$ cat src/rtl/core/olt_pkg.sv
`default_nettype none

package olt_pkg;

    localparam int unsigned CmdW   = 3;
    localparam int unsigned PosW   = 7;
    localparam int unsigned ValW   = 32;
    localparam int unsigned GrpSz  = 8;
    localparam int unsigned GrpIdxW = 3;

    localparam logic [CmdW-1:0] CMD_CLEAR  = 3'd0;
    localparam logic [CmdW-1:0] CMD_INSERT = 3'd1;
    localparam logic [CmdW-1:0] CMD_DELETE = 3'd2;
    localparam logic [CmdW-1:0] CMD_READ   = 3'd3;
    localparam logic [CmdW-1:0] CMD_LOCATE = 3'd4;

    typedef logic [ValW-1:0] t_word;

    // Per-beat instruction broadcast to every cell of the chain.
    typedef struct packed {
        logic cap;   // beat accepted: capture taps and match bits
        logic ins;   // shift up from the selected cell, load the new value there
        logic del;   // shift down from the selected cell
        logic rd;    // selected cell drives its entry onto the tap
    } t_cell_op;

endpackage

`default_nettype wire

$ cat src/rtl/core/olt_cell.sv
`default_nettype none

module olt_cell #(
    parameter int unsigned DEPTH = 64,
    parameter int unsigned IDX   = 0
) (
    input  wire                          i_clk,
    input  olt_pkg::t_cell_op            i_op,
    input  wire [$clog2(DEPTH)-1:0]      i_sel,
    input  wire [$clog2(DEPTH+1)-1:0]    i_count,
    input  olt_pkg::t_word               i_val,
    input  olt_pkg::t_word               i_left,
    input  olt_pkg::t_word               i_right,
    output olt_pkg::t_word               o_entry,
    output olt_pkg::t_word               o_tap,
    output logic                         o_match
);

    localparam int unsigned IW = $clog2(DEPTH);
    localparam int unsigned CW = $clog2(DEPTH+1);
    localparam logic [IW-1:0] IdxC   = IW'(IDX);
    localparam logic [CW-1:0] IdxCnt = CW'(IDX);

    olt_pkg::t_word r_entry;
    olt_pkg::t_word n_entry;
    olt_pkg::t_word r_tap;
    logic           r_match;

    always_comb begin
        n_entry = r_entry;
        if (i_op.ins) begin
            if (IdxC == i_sel) begin
                n_entry = i_val;
            end else if (IdxC > i_sel) begin
                n_entry = i_left;
            end
        end else if (i_op.del) begin
            if (IdxC >= i_sel) begin
                n_entry = i_right;
            end
        end
    end

    always_ff @(posedge i_clk) begin
        r_entry <= n_entry;
        if (i_op.cap) begin
            r_tap   <= (i_op.rd && (IdxC == i_sel)) ? r_entry : '0;
            r_match <= (r_entry == i_val) && (IdxCnt < i_count);
        end
    end

    assign o_entry = r_entry;
    assign o_tap   = r_tap;
    assign o_match = r_match;

endmodule

`default_nettype wire

$ cat config.mk
export PLATFORM = sky130hd
export DESIGN_NAME = olt_cell
export DESIGN_NICKNAME = d
export VERILOG_FILES = /design/src/rtl/core/olt_pkg.sv /design/src/rtl/core/olt_cell.sv
export SDC_FILE = /design/constraint.sdc
export NUM_CORES = 1
export LEC_CHECK = 0
export ABC_AREA = 1
export BUFFER_PORTS_ARGS = -buffer_cell sky130_fd_sc_hd__buf_4
export CAP_MARGIN = 10
export CELL_PAD_IN_SITES_DETAIL_PLACEMENT = 2
export CELL_PAD_IN_SITES_GLOBAL_PLACEMENT = 2
export CORE_ASPECT_RATIO = 1.4
export CORE_MARGIN = 8
export CORE_UTILIZATION = 25
export DETAILED_ROUTE_END_ITERATION = 8
export PLACE_DENSITY_LB_ADDON = 0.1
export RECOVER_POWER = 50
export SLEW_MARGIN = 25
export SYNTH_ARGS = -nofsm -noshare
export SYNTH_HDL_FRONTEND = slang
export SYNTH_SLANG_ARGS = --single-unit
$ cat constraint.sdc
create_clock -name i_clk -period 3.25 [get_ports i_clk]
set_clock_uncertainty 0.05 [all_clocks]
set_input_delay 0.65 -clock i_clk [delete_from_list [all_inputs] [get_ports i_clk]]
set_output_delay 0.65 -clock i_clk [all_outputs]
set_load 0.05 [all_outputs]
# [Yosys cells after proc, flatten, opt, wreduce, memory -nomap -nowiden]
# Index checks and enable logic that the tools add are counted.
[classes] addsub=0 mul=0 div_mod_pow=0 order_cmp=3 n_eq_ne=2 shifts=0 mux=5 bitwise=0 reduce_logical=6
[ops] operator="two-way mux 32 bit" n=5
[ops] operator="== test 32 bit" n=1
[ops] operator="< comparator 1 x 7 -> 1 bit (first input constant)" n=1
[ops] operator="greater-or-equal comparator 1 x 6 -> 1 bit (first input constant)" n=1
[ops] operator="> comparator 1 x 6 -> 1 bit (first input constant)" n=1
[ops] operator="zero test 6 bit" n=1
[ops] operator="nonzero test 2 bit" n=2
[ops] operator="!= test 3 x 1 -> 1 bit (second input constant)" n=1
[ops] operator="AND reduction 3 bit" n=1
[ops] operator="logical AND 1 bit" n=2
[word_totals] ff_bits=65 latch_bits=0 ram_bits=0 mem_bits_ro=0 output_inout_bits=65 wordCells=19 n_memories=0

# [Longest topological paths before layout]
[logic_depth] ltp_word=4 depth_mapped=8 ltp_nobuf=8

# [Least setup slack after synthesis]
# Ideal clock, no wire load.
[synth_path] path_kind="input -> register" start="input i_op[2] (netlist name)" end="register r_entry[0], in the netlist o_entry[0] (enable)" setup_time_ns=0.421 arrival_time_ns=2.515 slack_ns=0.264 path_stages=4 n_path_buf=2 cell_sequence="buf_2 -> clkbuf_1 -> nor2_1 -> nor2_1"
[synth_via] elab_chain_len=2 word_cells_on_any_way=4 cone_classes="eq/ne: 1; reduce/logical: 3"
[synth_rtl] element="from (decl)" line_no="olt_cell.sv:8" text="input olt_pkg::t_cell_op i_op,"
[synth_rtl] element="!= test 3 x 1 -> 1 bit (no line) / nonzero test 2 bit (equally long branches)"
[synth_rtl] element="AND reduction 3 bit (no line) (*)"
[synth_rtl] element="to (signal assigned)" line_no="olt_cell.sv:45" text="r_entry <= n_entry;"
[synth_rtl] element="to (decl)" line_no="olt_cell.sv:24" text="olt_pkg::t_word r_entry;"
# Mark *: on every way between the ends. The rest lies on a longest branch, timed or not.
# A chain may end at the register's enable or synchronous reset.

# [Worst setup path in the final report]
[layout_path] start="input i_op[3] (netlist name)" end="register r_tap[18], in the netlist o_tap[18] (enable)"
[layout_rtl] element="to (signal assigned)" line_no="olt_cell.sv:47" text="r_tap <= (i_op.rd && (IdxC == i_sel)) ? r_entry : '0;"
[layout_rtl] element="to (decl)" line_no="olt_cell.sv:26" text="olt_pkg::t_word r_tap;"
# No word-level cell between the ends.

==> results.rst <==
.. list-table::
   :header-rows: 1

   * - Metric
     - Value
   * - Shortest clock period the worst path allows after layout
     - 2.396 ns
   * - Power per cell area
     - between 400 and 500 nW/um^2
   * - Sequential Power Share
     - 0.431
   * - Number of DRC markers in iteration 0
     - 111
   * - Net switching power
     - between 500 and 600 uW
   * - Minimum setup slack among reg-to-reg paths
     - 1.85 ns
   * - Count of buffers added by post-CTS timing repair for setup
     - 0
   * - H-tree levels
     - 3
   * - Netlist area before placement
     - around 3400 sq um
   * - Switching share of total power
     - 0.2449
   * - First-pass GRT wire length
     - between 20000 and 25000 um
   * - Total number of placement rows
     - 50
   * - Number of global-route vias before repair
     - 3953
   * - Worst ir drop on vdd
     - between 0.15 and 0.2 mV
   * - Max Buffers Root-to-Sink
     - 2
   * - Max FO, Critical Path
     - 33
   * - Worst min-delay path class
     - reg -> reg
   * - Violations in the final reports
     - max-capacitance violations, max-slew violations
   * - Routed Wire Length
     - approximately 15000 um
   * - Leakage power
     - between 0.002 and 0.0025 uW
   * - End of the worst register-to-register path
     - o_match$_DFFE_PP_
   * - Clock Tree Root
     - clkbuf_16
   * - Gates resized, CTS repair
     - 0
   * - Setup violation total in the final timing report
     - 0
   * - Die W
     - between 100 and 150 um
   * - Number of antenna diodes
     - 0
   * - Slew at the pin closest to its max-slew limit
     - between 2 and 2.5 ns
   * - Initial standard-cell utilization of the core
     - 0.2571
   * - Synthesized netlist net count
     - between 500 and 600
   * - Count of different cell masters after synthesis
     - 19
   * - Worst setup SP type
     - input pin
   * - Hold endpoint
     - o_tap[17]$_SDFFCE_PN0P_
   * - Worst skew pair latency
     - roughly 0.33 ns
   * - Setup repair after global routing missed its margin
     - false
   * - Number of max-slew violations in the final report
     - 34
   * - Net count of the finished layout
     - 692
   * - Area Growth Syn to Fin
     - 44.75%
   * - Crit path largest cell delay
     - about 1.6 ns
   * - Detailed-router iteration count before antenna repair
     - 4
   * - Power share of the clock group
     - 0.432
   * - Buffering stage count on the worst path with inverters included
     - 1
   * - Number of top-level design ports
     - around 180
   * - Detail Route Antenna Nets
     - 0
   * - Number of buffers created by CTS
     - 9
   * - Register cell area after layout
     - 1952 sq um
   * - Setup TNS
     - 0 ns
   * - Critical path data required time
     - around 3.1 ns
   * - Std-Cell Core Area
     - ~13000 sq um
   * - Area of combinational cells with multiple inputs
     - between 1000 and 1500 sq um
   * - Fmax
     - approximately 0.42 GHz
   * - Via Count
     - about 3.4k
   * - Detail Placement HPWL
     - roughly 11000 um
   * - Crit path max-delay cell type
     - clkbuf_1
   * - Depth of the worst register-to-register path
     - 7
   * - Startpoint of the worst hold path
     - o_entry[17]$_DFFE_PP_
   * - Total DRC errors in the routed layout
     - 0
   * - Via/cell ratio
     - around 4.5
   * - Final hold violation count
     - 0
   * - Quantity of hold-fixing buffers added after cts
     - 0
   * - CP cell instances
     - clkbuf_1
   * - Largest delay share family, worst path
     - buffers and inverters
   * - Die Outline Area
     - ~18000 sq um
   * - Clock tree from TritonCTS
     - built
   * - Power share of the combinational group
     - 0.137
   * - Worst slew margin
     - -0.5025
   * - Die Ht
     - between 150 and 200 um
   * - Number of instances on the worst hold path
     - 2
   * - Worst setup EP type
     - flop
   * - Critical R2R Launch
     - o_entry[4]$_DFFE_PP_
   * - Number of maximum-capacitance violations
     - 1
   * - Sequential cell area fraction in the yosys report
     - 0.5671
   * - Data arrival time of the critical path
     - 2.25 ns
   * - Synth Register Bits
     - 65
   * - Layout filler cell count
     - 1631
   * - Fraction of final layout cells with drive strength greater than 1
     - 0.2384
   * - Total global routing track utilization
     - 0.1698
   * - Final worst-path cycle share
     - 0.7373
   * - Overall power of the completed layout
     - around 2200 uW
   * - Pin count of the biggest net entering global routing
     - 35
   * - Synthesized area divided by synthesized cell count
     - 8.584 sq um
   * - Count of port buffers added during placement
     - between 150 and 200
   * - Final design utilization
     - 0.3722
   * - Internal power consumption
     - ~1700 uW
   * - Clock transition time at the flip-flop clock pins of the worst setup and hold paths
     - about 0.050 ns
   * - Ys Warns
     - 0
   * - Routed wire per std cell
     - 19.65 um
   * - CTS sink count
     - 65
   * - Kind of critical path
     - in -> reg
   * - Run status
     - finished, violations left
   * - Number of instances in the synthesized netlist
     - ~400
   * - Initial antenna violation count
     - 0
   * - GP Congestion
     - approximately 0.74
   * - Overflow left after global routing
     - 0
==> final cells by class <==
class / count / area share
Sequential cell: 65 / 0.3918
Multi-Input combinational cell: 271 / 0.2406
Timing Repair Buffer: 182 / 0.2285
Clock buffer: 12 / 0.04746
Tap cell: 182 / 0.04571
Inverter: 49 / 0.03717
Clock inverter: 4 / 0.008790
==> stage by stage <==
| stage | hold slack [ns] | instance area [sq um] | worst slack (ns) | cells |
|---|---|---|---|---|
| final | 0.5689 | 4982 | 0.8538 | 765 |
| after global routing | 0.5899 | 4982 | 0.7105 | 765 |
| after global placement | 0.5406 | 4942 | 0.9167 | 749 |
| after CTS | 0.5761 | 5223 | 1.181 | 765 |
| after floorplan | 0.7125 | 3442 | 0.2640 | 401 |
| after detailed placement | 0.5597 | 4942 | 0.8347 | 749 |
==> registers in the layout, summed over array words and instances, names as in the netlist <==
name and cells:
o_match 1, o_entry 32, o_tap 32
==> cell usage after synthesis <==
| cell | number | area share |
|---|---|---|
| nor2_1 | 86 | 0.094 |
| nand2_1 | 94 | 0.10 |
| buf_2 | 7 | 0.010 |
| buf_6 | 6 | 0.020 |
| nor2b_1 | 1 | 0.0018 |
| nor2_2 | 2 | 0.0036 |
| clkinv_2 | 1 | 0.0015 |
| nand2_4 | 1 | 0.0033 |
| edfxtp_1 | 65 | 0.57 |
| o21ai_0 | 3 | 0.0044 |
| nor3_1 | 1 | 0.0015 |
| nand3_2 | 1 | 0.0029 |
| or2_2 | 3 | 0.0055 |
| clkbuf_1 | 3 | 0.0033 |
| nand3_1 | 4 | 0.0058 |
| xnor2_1 | 10 | 0.025 |
| a21oi_1 | 64 | 0.093 |
| inv_1 | 48 | 0.052 |
| xor2_1 | 1 | 0.0025 |
==> kinds of logic after synthesis <==
group | share of synthesized area
buf+inv | 0.08687
compound gates | 0.09742
xor+xnor | 0.02799
simple gates | 0.2206
flops | 0.5671
==> cells in the final DEF (no fill, tap or decap), drive strengths merged <==
| cell | Yosys | layout |
|---|---|---|
| xnor2 | 10 | 10 |
| bufinv | 0 | 1 |
| buf | 13 | 118 |
| inv | 48 | 48 |
| clkinv | 1 | 4 |
| nand2 | 95 | 95 |
| nand3 | 5 | 5 |
| nor2 | 88 | 88 |
| o21ai | 3 | 3 |
| nor2b | 1 | 1 |
| clkbuf | 3 | 76 |
| or2 | 3 | 3 |
| a21oi | 64 | 64 |
| nor3 | 1 | 1 |
| xor2 | 1 | 1 |
| edfxtp | 65 | 65 |
==> worst max-delay path by stage <==
stage          cells past startpoint     from                       to
3_5_place_dp                       5  i_op[2]     o_entry[0]$_DFFE_PP_
5_1_grt                            1  i_op[3]  o_tap[31]$_SDFFCE_PN0P_
3_3_place_gp                       5  i_op[2]     o_entry[0]$_DFFE_PP_
6_report                           1  i_op[3]  o_tap[18]$_SDFFCE_PN0P_
4_1_cts                            5  i_op[2]    o_entry[18]$_DFFE_PP_
2_1_floorplan                      4  i_op[2]     o_entry[0]$_DFFE_PP_
==> worst register-to-register path: cells and delay by family, from the launching register on <==
family           cells  cell delay, ns
flip-flops           1            0.42
AND/OR/NAND/NOR      7            0.79
==> routing by layer <==
metal / share of wire / up-vias / wire length [um] / track usage
met1: 0.38 / 1655 / 5718 / 0.1731
met3: 0.062 / 13 / 930 / 0.05105
li1: - / 1638 / - / -
met2: 0.54 / 109 / 8122 / 0.3156
met4: 0.017 / 0 / 263 / 0.05967
met5: 0 / - / 0 / 0
==> power groups by stage <==
stage	Clock, uW	Combinational [uW]	Sequential, uW
after floorplan	0	80.2	1020
after global routing	1010	326	950
after global placement	0	310	965
after detailed placement	0	318	966
final	951	300	949
after CTS	979	320	948
Note: power is estimated with default switching activity, not from simulation.
